===== config.mk =====
export PLATFORM = sky130hd
export DESIGN_NAME = bs2_fifo
export DESIGN_NICKNAME = d
export VERILOG_FILES = /design/src/rtl/bs2_pkg.sv /design/src/rtl/bs2_fifo.sv
export VERILOG_INCLUDE_DIRS = /design/src /design/src/rtl
export SDC_FILE = /design/constraint.sdc
export NUM_CORES = 1
export LEC_CHECK = 0
export BUFFER_PORTS_ARGS = -buffer_cell sky130_fd_sc_hd__buf_2
export CAP_MARGIN = 20
export CORE_MARGIN = 10
export CORE_UTILIZATION = 46
export CTS_CLUSTER_SIZE = 12
export DETAILED_ROUTE_END_ITERATION = 16
export GPL_ROUTABILITY_DRIVEN = 0
export PLACE_DENSITY = 0.66
export SYNTH_ARGS = -nofsm -noshare
export SYNTH_HDL_FRONTEND = slang
export SYNTH_SLANG_ARGS = --single-unit

===== constraint.sdc =====
create_clock -name clk -period 4.7 [get_ports clk]
set_clock_uncertainty 0.05 [all_clocks]
set_input_delay 0.47 -clock clk [delete_from_list [all_inputs] [get_ports clk]]
set_output_delay 0.47 -clock clk [all_outputs]
set_load 0.005 [all_outputs]

===== src/rtl/box_smooth_2x2_macros.svh =====
// Assertion shorthands shared by the smoothing block.
// Both sample on clk and stay quiet while arst_n is low.
`ifndef BOX_SMOOTH_2X2_MACROS_SVH
`define BOX_SMOOTH_2X2_MACROS_SVH

// Same-cycle implication
`define BS2_HOLDS(lbl, pre, post, msg) \
	lbl: assert property (@(posedge clk) disable iff (!arst_n) (pre) |-> (post)) \
		else $error(msg);

// Next-cycle implication
`define BS2_NEXT(lbl, pre, post, msg) \
	lbl: assert property (@(posedge clk) disable iff (!arst_n) (pre) |=> (post)) \
		else $error(msg);

`endif


===== src/rtl/bs2_pkg.sv =====
package bs2_pkg;

	// Configuration port
	localparam int CFG_DATA_W = 12;
	localparam int CFG_IDX_W  = 1;
	localparam logic [CFG_IDX_W-1:0] REG_IMAGE_WIDTH  = 1'd0;
	localparam logic [CFG_IDX_W-1:0] REG_IMAGE_HEIGHT = 1'd1;

	// Internal coordinate width covers the largest frame; ports show 11 bits
	localparam int POS_W     = 13;
	localparam int OUT_POS_W = 11;
	localparam int CH_W      = 8;

	// Result kinds a pixel can release, as bit positions in a job mask
	localparam int NRES     = 4;
	localparam int RES_DIAG = 0;   // up-left pixel, four-point mean
	localparam int RES_UP   = 1;   // pixel above in the last column
	localparam int RES_LEFT = 2;   // left pixel in the last row
	localparam int RES_SELF = 3;   // bottom-right pixel itself

	typedef logic [CH_W-1:0] chan_t;

	typedef struct packed {
		chan_t blue;
		chan_t green;
		chan_t red;
	} pix_t;

	// Everything the back end needs to emit the results of one pixel
	typedef struct packed {
		pix_t             above_left;
		pix_t             above;
		pix_t             left;
		pix_t             cur;
		logic [POS_W-1:0] row;
		logic [POS_W-1:0] col;
		logic [NRES-1:0]  mask;
	} job_t;

endpackage


===== src/rtl/bs2_fifo.sv =====
`include "box_smooth_2x2_macros.svh"

module bs2_fifo (
	input  logic          clk,
	input  logic          arst_n,
	input  logic          push,
	input  bs2_pkg::job_t push_job,
	output logic          full,
	input  logic          pop,
	output logic          head_valid,
	output bs2_pkg::job_t head_job
);
	import bs2_pkg::*;

	localparam int Q_DEPTH = 4;
	localparam int PW      = $clog2(Q_DEPTH);

	job_t          slots_q [Q_DEPTH];
	logic [PW-1:0] wr_q, rd_q;
	logic [PW:0]   cnt_q;

	assign full       = (cnt_q == (PW+1)'(Q_DEPTH));
	assign head_valid = (cnt_q != '0);
	assign head_job   = slots_q[rd_q];

	// Pointers and fill level
	always_ff @(posedge clk or negedge arst_n) begin
		if (!arst_n) begin
			wr_q  <= '0;
			rd_q  <= '0;
			cnt_q <= '0;
		end else begin
			if (push)
				wr_q <= wr_q + 1'b1;
			if (pop)
				rd_q <= rd_q + 1'b1;
			cnt_q <= cnt_q + (PW+1)'(push) - (PW+1)'(pop);
		end
	end

	// Store a job on transfer in
	always_ff @(posedge clk) begin
		if (push)
			slots_q[wr_q] <= push_job;
	end

	`BS2_HOLDS(a_cnt_bound, 1'b1, cnt_q <= (PW+1)'(Q_DEPTH), "queue count overflow")
	`BS2_NEXT(a_cnt_grow, push && !pop, cnt_q == $past(cnt_q) + 1'b1, "queue count lost a push")

endmodule


# Word level (Yosys, flattened, before mapping)
# Memory sizes are Yosys's and may differ from the RTL's.
# Index checks and enable logic that the tools add are counted.
# classes
n_lt_le_gt_ge,0
n_eq_ne,1
reduce_logical,1
div,0
multipliers,0
shift,0
add_sub_neg,4
n_mux,2
bitwise_logic,0
# op_table
cell,count
$add 2x1->2 const B,2
$add 3x1->3,1
$eq 3x3->1 const B,1
$reduce_bool 3->1,1
$sub 3x1->3,1
$mux 1,2
# totals
latch_bits,0
ff_bits,7
mem_bits_ro,0
mem_bits_rw,504
output_inout_bits,128
inputBits,130
word_cells,12
memories,1
# mem_list
memory,words,width,read_ports,rd_ports_with_merged_regs,wr,line,source
slots_q,4,126,1,0,1,bs2_fifo.sv:18,job_t slots_q [Q_DEPTH];

# Logic depth before layout (Yosys ltp)
# logic_depth
word_depth,2
mapped_depth,7
mapped_depth_nobuf,7

# Worst setup path after synthesis
# No wires, ideal clock.
# synth_timing
kind,register to register
startpoint,register wr_q[0]
endpoint,"memory slots_q[0][0] (netlist name), enable pin"
n_path_buf,0
t_required_ns,4.150
t_arrival_ns,3.514
setup_slack_ns,0.637
synth_period_minus_slack_ns,4.063
path_stages_with_launch,4
setup_time_ns,0.500
path_cell_list,dfrtp_1 > inv_1 > ha_1 > and2_1
# synth_lines
item,line,source
"start, declared",bs2_fifo.sv:19,"logic [PW-1:0] wr_q, rd_q;"
"start signal, assigned",bs2_fifo.sv:34,wr_q <= wr_q + 1'b1;
"end, declared",bs2_fifo.sv:18,
# Straight into the memory's write port.

==> flow_summary.ini <==
[outcome]
status = completed

[power]
power.total_mw = 13.4
cellPowerDensity_nw_per_um2 = 611
p_sw_mw = 3.63
power.share.clock = 0.269
cellInternalPower_mw = 9.80
comb_power_frac = 0.263
power_switching_share = 0.270
static-leakage-power_nw = 7.44
power.share.sequential = 0.468
vdd_ir_drop_max_v = 0.000369

[clock_network]
cts_max_level = 2
post_cts_sizing = 0
clock-root-buffer = clkbuf_16
cts_hold_buffers = 1
cts.sink_count = 511
tritoncts = built
cts.path.max_buffers = 3
worstSkewPairLatency_ns = 0.56
post_cts_buffers = 0
worst_setup_hold_path_clk_slew_ns = 0.06
cts_inserted_buffers = 51

[final_layout]
multi_input_area_sq_um = 3040
area_growth_syn_to_layout_pct = 17.7
sequential_cell_area_sq_um = 15300
num-nets-final = 1123
most-common-layout-cells = edfxtp_1 (504), buf_2 (257), mux4_2 (126)
fin_cells = 1542
drive_above_1_share = 0.454
n_fill_cell = 2958
design_area_sq_um = 22000
most_common_cell_after_layout_fill_and_taps_aside = edfxtp_1

[die]
die_footprint_sq_um = 49100
design.core.area_sq_um = 39900
boundaryPins = 258
die_width_microns = 221
initial_core_utilization = 0.468
die_h_microns = 221
num_rows = 73

[global_routing]
grtUsageMet1 = 0.188
global_route_usage_over_all_layers = 0.144
grt_max_degree = 85
globalRoute.busiestLayer = met2
grt_util_met2 = 0.226
grt_first_pass_wirelength_microns = 54900
vias_in_the_first_global_route = 8713
use_met3 = 0.0438
grt_antenna_before_repair = 8
grt.overflow.total = 0

[drt]
ant_nets = 0
routed_wire_length_microns = 35900
via_per_instance_ratio = 5.29
route.vias.total = 8164
drt_iter0_drc = 623
dr_drc_count = 0
firstDrtPassIters = 4
wl_per_cell_microns = 23.3

[setup_path]
arrival_ns = 2.76
critical_path_required_ns = 4.18
critPathKind = flip-flop to primary output
startpoint_type = flip-flop
setup.worst_path.end_class = primary output
timing.critical_path.fanout_max = 57

[yosys]
mappedNetlistNets = 829
ys_async_sr_fraction = 0.0137
netlist_area_sq_um = 18700
yosys_most_used_dff = edfxtp_1
ys_seq_elements = 511
synth_enable_flop_cells = 504
synth.yosys.seq_area_share = 0.820
synth_area_per_cell_sq_um = 27.0
gate_count_after_technology_mapping = 692
netlist-cell-type-count = 17
synth.yosys.warnings = 0

[place]
post-place-cells = 1457
placedInstanceArea_sq_um = 20500
detailedPlacementHpwl_microns = 22000
placement.io_buffers = 257

[timing]
finalMaxSlewViolations = 0
hold_viol = 0
maxClockFrequency_mhz = 305
fin_tns_setup_ns = 0
setup_viol = 0
slew_headroom = 0.519
timing_worst_slew_pin_value_ns = 0.721
timing.final.crit_share = 0.698
final_period_minus_worst_setup_slack_ns = 3.28
rsz_0062_raised_after_global_routing = false

[run]
max-cap-violations = 0

[hold_path]
worstHoldPathType = input port to flip-flop
## path summary, 6_finish.rpt
check                                   from             end  slack [ns]  depth (start not counted)
worst max-delay path                 rd_q[0]    head_job[57]        1.42                          3
worst min-delay path            push_job[92]  slots_q[3][92]        0.07                          1
worst max register to register       wr_q[0]  slots_q[2][68]        2.55                          4
worst min register to register       wr_q[0]         wr_q[0]        0.50                          1
max in group asynchronous             arst_n         rd_q[0]        4.19                          2
min in group asynchronous             arst_n        cnt_q[0]        0.23                          2
## critical path, cell delays in order, from the launching register on
cell and delay (ns):
dfrtp_4 0.84, buf_12 0.42, mux4_2 0.63, buf_2 0.16
## metrics by stage
step | worst slack, ns | hold WS, ns | utilization
finish | 1.42 | 0.0658 | 0.551
global route | 1.20 | 0.0425 | 0.551
CTS | 1.33 | 0.0160 | 0.550
detailed placement | 1.95 | 0.271 | 0.513
global placement | 1.97 | 0.264 | 0.513
floorplan | 0.637 | 0.124 | -
## synthesized netlist by cell type (2+ instances only)
cell / n / area share
xor2_1: 2 / 0.00094
and2_1: 4 / 0.0013
xnor2_1: 3 / 0.0014
buf_2: 13 / 0.0035
edfxtp_1: 504 / 0.81
mux4_2: 126 / 0.15
buf_12: 10 / 0.011
buf_6: 4 / 0.0024
nand2_1: 2 / 0.00040
inv_1: 6 / 0.0012
ha_1: 6 / 0.0040
dfrtp_1: 7 / 0.0094
## flip-flops by register name, summed over array words and instances (netlist names)
| register | count |
|---|---|
| rd_q | 2 |
| slots_q | 504 |
| cnt_q | 3 |
| wr_q | 2 |
## power by group through the flow
stage / registers (mW) / clock network, mW / logic [mW]
final: 6.29 / 3.61 / 3.53
after global routing: 6.38 / 3.89 / 3.86
after CTS: 6.31 / 3.72 / 3.69
after detailed placement: 6.40 / 0 / 3.68
after global placement: 6.36 / 0 / 3.67
after floorplan: 6.27 / 0 / 2.46
## logic make-up after synthesis
logic type,count (synthesis),synth area share
AOI/OAI and AO/OA,1,0.000268
and+or+nand+nor,8,0.00241
adders and majority gates,7,0.00509
muxes,126,0.152
buffers and inverters,34,0.0182
DFF,511,0.820
xor gates and xnor gates,5,0.00235
## final cells by class
type / instances / area share
Antenna cell: 5 / 0.000569
Tap cell: 525 / 0.0299
Timing Repair Buffer: 269 / 0.0667
Sequential cell: 511 / 0.697
Multi-Input combinational cell: 147 / 0.138
Inverter: 6 / 0.00102
Clock buffer: 73 / 0.0651
Clock inverter: 6 / 0.00148
## per-layer routing
metal / wire length, microns / share of wire / vias up
met1: 15100 / 0.42 / 4290
met5: 37 / 0.0010 / -
met2: 17600 / 0.49 / 242
met3: 2380 / 0.066 / 53
met4: 741 / 0.021 / 6
li1: - / - / 3573
Note: power is estimated with default switching activity, not from simulation.
