<file path="config.mk">
export PLATFORM = sky130hd
export DESIGN_NAME = bs2_back
export DESIGN_NICKNAME = d
export VERILOG_FILES = /design/src/rtl/bs2_pkg.sv /design/src/rtl/bs2_back.sv
export VERILOG_INCLUDE_DIRS = /design/src /design/src/rtl
export SDC_FILE = /design/constraint.sdc
export NUM_CORES = 1
export LEC_CHECK = 0
export ABC_CLOCK_PERIOD_IN_PS = 7350
export BUFFER_PORTS_ARGS = -buffer_cell sky130_fd_sc_hd__buf_2
export CAP_MARGIN = 10
export CORE_UTILIZATION = 40
export CTS_CLUSTER_SIZE = 28
export DETAILED_ROUTE_END_ITERATION = 8
export PLACE_DENSITY_LB_ADDON = 0.15
export SETUP_SLACK_MARGIN = 0.1
export SLEW_MARGIN = 20
export SYNTH_ARGS = -nofsm -noshare
export SYNTH_HDL_FRONTEND = slang
export SYNTH_SLANG_ARGS = --single-unit
</file>
<file path="constraint.sdc">
create_clock -name clk -period 7.35 [get_ports clk]
set_input_delay 0.735 -clock clk [delete_from_list [all_inputs] [get_ports clk]]
set_output_delay 0.735 -clock clk [all_outputs]
set_load 0.05 [all_outputs]
</file>
<file path="src/rtl/box_smooth_2x2_macros.svh">
// Assertion shorthands shared by the smoothing block.
// Both sample on clk and stay quiet while arst_n is low.
`ifndef BOX_SMOOTH_2X2_MACROS_SVH
`define BOX_SMOOTH_2X2_MACROS_SVH

// Same-cycle implication
`define BS2_HOLDS(lbl, pre, post, msg) \
	lbl: assert property (@(posedge clk) disable iff (!arst_n) (pre) |-> (post)) \
		else $error(msg);

// Next-cycle implication
`define BS2_NEXT(lbl, pre, post, msg) \
	lbl: assert property (@(posedge clk) disable iff (!arst_n) (pre) |=> (post)) \
		else $error(msg);

`endif

</file>
<file path="src/rtl/bs2_pkg.sv">
package bs2_pkg;

	// Configuration port
	localparam int CFG_DATA_W = 12;
	localparam int CFG_IDX_W  = 1;
	localparam logic [CFG_IDX_W-1:0] REG_IMAGE_WIDTH  = 1'd0;
	localparam logic [CFG_IDX_W-1:0] REG_IMAGE_HEIGHT = 1'd1;

	// Internal coordinate width covers the largest frame; ports show 11 bits
	localparam int POS_W     = 13;
	localparam int OUT_POS_W = 11;
	localparam int CH_W      = 8;

	// Result kinds a pixel can release, as bit positions in a job mask
	localparam int NRES     = 4;
	localparam int RES_DIAG = 0;   // up-left pixel, four-point mean
	localparam int RES_UP   = 1;   // pixel above in the last column
	localparam int RES_LEFT = 2;   // left pixel in the last row
	localparam int RES_SELF = 3;   // bottom-right pixel itself

	typedef logic [CH_W-1:0] chan_t;

	typedef struct packed {
		chan_t blue;
		chan_t green;
		chan_t red;
	} pix_t;

	// Everything the back end needs to emit the results of one pixel
	typedef struct packed {
		pix_t             above_left;
		pix_t             above;
		pix_t             left;
		pix_t             cur;
		logic [POS_W-1:0] row;
		logic [POS_W-1:0] col;
		logic [NRES-1:0]  mask;
	} job_t;

endpackage

</file>
<file path="src/rtl/bs2_back.sv">
`include "box_smooth_2x2_macros.svh"

module bs2_back (
	input  logic                           clk,
	input  logic                           arst_n,
	input  logic                           head_valid,
	input  bs2_pkg::job_t                  head_job,
	output logic                           pop,
	output logic                           out_valid,
	input  logic                           out_ready,
	output bs2_pkg::pix_t                  out_pix,
	output logic [bs2_pkg::OUT_POS_W-1:0]  out_row,
	output logic [bs2_pkg::OUT_POS_W-1:0]  out_col,
	output logic                           frame_end,
	output logic                           last_of_run
);
	import bs2_pkg::*;

	function automatic chan_t avg4(input chan_t a, input chan_t b, input chan_t c,
			input chan_t d);
		logic [CH_W+1:0] s;
		s = (CH_W+2)'(a) + (CH_W+2)'(b) + (CH_W+2)'(c) + (CH_W+2)'(d);
		return s[CH_W+1:2];
	endfunction

	function automatic chan_t avg2(input chan_t a, input chan_t b);
		logic [CH_W:0] s;
		s = (CH_W+1)'(a) + (CH_W+1)'(b);
		return s[CH_W:1];
	endfunction

	function automatic pix_t mean4(input pix_t a, input pix_t b, input pix_t c,
			input pix_t d);
		pix_t p;
		p.red   = avg4(a.red, b.red, c.red, d.red);
		p.green = avg4(a.green, b.green, c.green, d.green);
		p.blue  = avg4(a.blue, b.blue, c.blue, d.blue);
		return p;
	endfunction

	function automatic pix_t mean2(input pix_t a, input pix_t b);
		pix_t p;
		p.red   = avg2(a.red, b.red);
		p.green = avg2(a.green, b.green);
		p.blue  = avg2(a.blue, b.blue);
		return p;
	endfunction

	logic [NRES-1:0]      done_q, pend, sel, rest;
	logic                 last, load;
	pix_t                 res_pix;
	logic [POS_W-1:0]     res_row, res_col, row_m1, col_m1;
	logic                 out_valid_q, out_frame_end_q, out_last_q;
	pix_t                 out_pix_q;
	logic [OUT_POS_W-1:0] out_row_q, out_col_q;

	// Pick the earliest result of the head job not yet sent
	assign pend = head_valid ? (head_job.mask & ~done_q) : '0;
	assign sel  = pend & (~pend + NRES'(1));
	assign rest = pend & ~sel;
	assign last = (rest == '0);
	assign load = (pend != '0) && (!out_valid_q || out_ready);
	assign pop  = load && last;

	assign row_m1 = head_job.row - POS_W'(1);
	assign col_m1 = head_job.col - POS_W'(1);

	// Form the selected result
	always_comb begin
		if (sel[RES_DIAG]) begin
			res_pix = mean4(head_job.above_left, head_job.above, head_job.left, head_job.cur);
			res_row = row_m1;
			res_col = col_m1;
		end else if (sel[RES_UP]) begin
			res_pix = mean2(head_job.above, head_job.cur);
			res_row = row_m1;
			res_col = head_job.col;
		end else if (sel[RES_LEFT]) begin
			res_pix = mean2(head_job.left, head_job.cur);
			res_row = head_job.row;
			res_col = col_m1;
		end else begin
			res_pix = head_job.cur;
			res_row = head_job.row;
			res_col = head_job.col;
		end
	end

	// Track sent results of the head job; clear when it leaves the queue
	always_ff @(posedge clk or negedge arst_n) begin
		if (!arst_n)
			done_q <= '0;
		else if (load)
			done_q <= last ? '0 : (done_q | sel);
	end

	// Output register
	always_ff @(posedge clk or negedge arst_n) begin
		if (!arst_n)
			out_valid_q <= 1'b0;
		else if (load)
			out_valid_q <= 1'b1;
		else if (out_ready)
			out_valid_q <= 1'b0;
	end

	always_ff @(posedge clk) begin
		if (load) begin
			out_pix_q       <= res_pix;
			out_row_q       <= res_row[OUT_POS_W-1:0];
			out_col_q       <= res_col[OUT_POS_W-1:0];
			out_frame_end_q <= sel[RES_SELF];
			out_last_q      <= last;
		end
	end

	assign out_valid   = out_valid_q;
	assign out_pix     = out_pix_q;
	assign out_row     = out_row_q;
	assign out_col     = out_col_q;
	assign frame_end   = out_frame_end_q;
	assign last_of_run = out_last_q;

	`BS2_HOLDS(a_done_idle, !head_valid, done_q == '0, "sent marks left without a job")
	`BS2_HOLDS(a_done_in_mask, head_valid, (done_q & ~head_job.mask) == '0, "sent mark outside job")
	`BS2_NEXT(a_frame_end_last, load && sel[RES_SELF], out_frame_end_q && out_last_q,
		"frame end not last of run")

endmodule

</file>
# Word level (Yosys, flattened, before mapping)
# Cells that the tools add are included.
word_totals:
  ff_bits: 53
  out_inout_bits: 50
  word_cells: 53
  inputBits: 130
classes:
  reduce_logical: 7
  n_mux: 12
  bitwise: 7
  n_addsub: 18
ops:
  columns: ["operator", "count"]
  rows:
  - ["adder 8 x 8 -> 9 bit", 9]
  - ["two-way mux 24 bit", 3]
  - ["two-way mux 11 bit", 5]
  - ["adder 10 x 8 -> 10 bit", 3]
  - ["adder 9 x 8 -> 10 bit", 3]
  - ["subtractor 11 x 1 -> 11 bit (second input constant)", 2]
  - ["AND 4 bit", 3]
  - ["NOT 4 bit", 3]
  - ["two-way mux 4 bit", 2]
  - ["adder 4 x 1 -> 4 bit (second input constant)", 1]
  - ["zero test 4 bit", 1]
  - ["OR 4 bit", 1]
  - ["nonzero test 4 bit", 1]
  - ["logical AND 1 bit", 2]
  - ["two-way mux 1 bit", 2]
  - ["nonzero test 2 bit", 1]
  - ["zero test 1 bit", 1]
  - ["logical OR 1 bit", 1]

# Longest topological paths before layout
depth:
  word_depth: 10
  ltp_mapped: 12
  mapped_depth_nobuf: 12

# Least setup slack after synthesis
# OpenSTA, ideal clock, no wires.
synth_timing:
  path_type: "input-to-output"
  start: "input port head_valid"
  end: "output port pop"
  n_path_buf: 1
  required_ns: 6.615
  path_stages: 6
  arrival_time_ns: 3.148
  setup_slack_ns: 3.467
  cell_sequence: "buf_4 -> nand3b_1 -> nand2_2 -> nor2_2 -> a21oi_2 -> and2_4"
synth_via:
  elab_cells_between_ends: 10
  classes_between: "add/sub (1); mux (1); bitwise (4); reduce/logical (4)"
synth_lines:
  columns: ["item", "line", "text"]
  rows:
  - ["from (decl)", "bs2_back.sv:6", "input logic head_valid,"]
  - ["two-way mux 4 bit", "bs2_back.sv:58", "assign pend = head_valid ? (head_job.mask & ~done_q) : '0;"]
  - ["nonzero test 4 bit", "bs2_back.sv:62", "assign load = (pend != '0) && (!out_valid_q || out_ready);"]
  - ["logical AND 1 bit", "bs2_back.sv:62", null]
  - ["via load", "bs2_back.sv:50", "logic last, load;"]
  - ["logical AND 1 bit", "bs2_back.sv:63", "assign pop = load && last;"]
  - ["to (decl)", "bs2_back.sv:8", "output logic pop,"]
# The timed path passes the listed nets, and every way through them passes these cells.

==> impl_metrics.tcl <==
set metrics [dict create \
    status "complete, no violations" \
    post-route-period-util 0.521 \
    ys_types 64 \
    grt_setup_unrepaired "no" \
    path_class "input port to register" \
    numCtsBuffers 5 \
    path_cells "buf_2 -> inv_1 -> fa_1 -> inv_1 -> fa_1 -> and3b_1 -> fa_1 -> a211oi_1 -> o21bai_1 -> a21oi_1 -> nor3_1 -> a221oi_1 -> o21ai_0" \
    async_flop_share 0.0943 \
    wl_per_cell_um 15.2 \
    crit_path_max_incr_delay_ps 540 \
    r2r_slack_ps 4700 \
    slowest_stage "fa_1" \
    area_delta_synth_final_pct 18.7 \
    initial_utilization 0.408 \
    drt_iter0_drc 251 \
    final_cell_mix "175 x buf_2, 146 x inv_1, 68 x ha_1, 57 x o21ai_0, 54 x fa_1" \
    synth_fa_ha_area_frac 0.285 \
    final_net_count 1177 \
    reg2regPathDepth 6 \
    pwr_density_cell_nw_per_um2 214 \
    cts_hold_buf 0 \
    ys_seq_elements 53 \
    max-cap-violations 0 \
    synth-main-ff-cell "edfxtp_1" \
    cts.clk_slew.worst_paths_ps 70 \
    syn_area_um2 6770 \
    r2r-start "done_q[0]$_DFFE_PN0P_" \
    synth_top_family_by_area "adder cells" \
    avgSynthCellArea_um2 9.02 \
    max-vdd-ir-drop_mv 0.129 \
    final-hold-violation-count 0 \
    wirelength_um 17500 \
    synth_warnings 0 \
    overflow 0 \
    slew_viol_final 0 \
    drive_gt1_frac 0.222 \
    cp_common_cell "fa_1" \
    crit_start "head_job[31]" \
    io_pins 180 \
    die_w_um 132 \
    synthSimpleGateAreaFrac 0.132 \
    startpoint_type "input port" \
    gp_congestion 0.829 \
    cts.repair.resized 0 \
    clockBufferDepth 2 \
    fmax_ghz 0.261 \
    port_buffers 175 \
    required_ps 7380 \
    placed_cell_area_um2 7890 \
    hp-class "input port to asynchronous set/reset pin" \
    final_common_cell "buf_2" \
    synth_edf_count 48 \
    cp_max_fo 5 \
    slew_headroom 0.335 \
    ant_nets 0 \
    drc_errors 0 \
    clock_skew_ps 9.92 \
    htree_levels 2 \
    grt_pass1_vias 5635 \
    clkSinkCount 53 \
    grt.total_usage 0.206 \
    clkLatencyLatePin_ps 300 \
    synthMuxAreaShare 0.00591 \
    antenna_found_initial 1 \
    syn_nets 1003 \
    finalSetupTns_ps 0 \
    rows 47 \
    final_area_um2 8040 \
    synth_compound_area_frac 0.187 \
    fin_crit_ps 3830 \
    worst-path-buf-inv 3 \
    cp.depth 13 \
    end_kind "register" \
    crit_family "adder cells" \
    die_area_um2 17500 \
    vias 5806 \
    viasPerCell 5.06 \
    synth-xor-area-share 0.0672 \
    setup_viol_count_final 0 \
    cts_setup_buffers 0 \
    cts-root-buf "clkbuf_16" \
    die_h_um 132 \
    ys_seq_area_frac 0.231 \
    grt_pass1_wl_um 28500 \
    cp.arrival_ps 3850 \
    leakagePower_nw 3.92 \
    worst_pin_slew_ps 997 \
    core_region_area_um2 16600 \
    synthCells 751 \
    dr.pass1.iters 7 \
    grt_max_degree 52 \
    place_hpwl_um 14300 \
    cts_tree "yes" \
]
[cells by family after synthesis]
group,Yosys count
DFF,53
buffers and inverters,158
muxes,4
AOI/OAI and AO/OA,191
and+or+nand+nor,171
xor gates and xnor gates,52
adders and majority gates,122
[worst paths after layout]
path / endpoint
worst max register to register: out_pix[22]$_DFFE_PP_
worst min-delay path: done_q[3]$_DFFE_PN0P_
worst max-delay path: out_pix[5]$_DFFE_PP_
worst min register to register: done_q[2]$_DFFE_PN0P_
min in group clk: done_q[2]$_DFFE_PN0P_
max in group asynchronous: out_valid$_DFFE_PN0P_
[metal layers]
| metal | vias to the layer above | track usage | share of wire |
|---|---|---|---|
| met4 | 0 | 0.0426 | 0.0093 |
| met2 | 161 | 0.347 | 0.47 |
| li1 | 2938 | - | - |
| met5 | - | 0 | 0 |
| met3 | 11 | 0.0200 | 0.043 |
| met1 | 2696 | 0.287 | 0.47 |
[power breakdown]
part / internal [mW] / switching, mW
Sequential: 0.426 / 0.0192
Combinational: 0.351 / 0.681
Clock: 0.128 / 0.115
[cell usage after synthesis, types with 4 or more instances]
| cell type | n | area (µm²) |
|---|---|---|
| o21a_1 | 7 | 52.6 |
| a21oi_1 | 36 | 180 |
| a211oi_1 | 13 | 97.6 |
| fa_1 | 54 | 1080 |
| dfrtp_1 | 5 | 125 |
| nand2b_1 | 7 | 43.8 |
| nand2_1 | 47 | 176 |
| inv_1 | 146 | 548 |
| and3b_1 | 5 | 43.8 |
| a221o_1 | 4 | 40.0 |
| buf_4 | 4 | 30.0 |
| o221ai_1 | 8 | 70.1 |
| edfxtp_1 | 48 | 1440 |
| buf_2 | 4 | 20.0 |
| nand3b_1 | 7 | 52.6 |
| or3_1 | 4 | 25.0 |
| xor2_1 | 30 | 263 |
| nand3_1 | 16 | 80.1 |
| o31a_1 | 4 | 35.0 |
| mux2i_1 | 4 | 40.0 |
| a22oi_1 | 8 | 60.1 |
| o211ai_1 | 7 | 52.6 |
| xnor2_1 | 22 | 193 |
| nor2_1 | 48 | 180 |
| nor2b_1 | 6 | 37.5 |
| o21bai_1 | 5 | 37.5 |
| o21ai_0 | 57 | 285 |
| nor3_1 | 12 | 60.1 |
| ha_1 | 68 | 851 |
| a21o_1 | 10 | 75.1 |
| o2111ai_1 | 4 | 35.0 |
[metrics by stage]
stage	cells	util	setup slack [ps]	total power, mW	hold WS [ps]
after global placement	1138	0.476	3230	1.48	485
final	1147	0.485	3520	1.72	246
after detailed placement	1138	0.476	3190	1.49	503
after CTS	1146	0.485	3540	1.74	236
after floorplan	751	-	3470	1.22	439
after global routing	1147	0.485	3300	1.86	233
[registers in the layout (all words and copies together), names as in the netlist]
name and count:
out_pix 24, out_col 11, out_row 11, done_q 4, frame_end 1, last_of_run 1, out_valid 1
[layout make-up]
type / instances / area (µm²)
timing repair buffer: 179 / 906
sequential: 53 / 1570
inverter: 146 / 548
multi-input combinational: 540 / 4590
clock inverter: 3 / 25.0
antenna: 1 / 2.50
fill: 1699 / 8540
clock buffer: 5 / 125
tap: 220 / 275
Note: power is estimated with default switching activity, not from simulation.
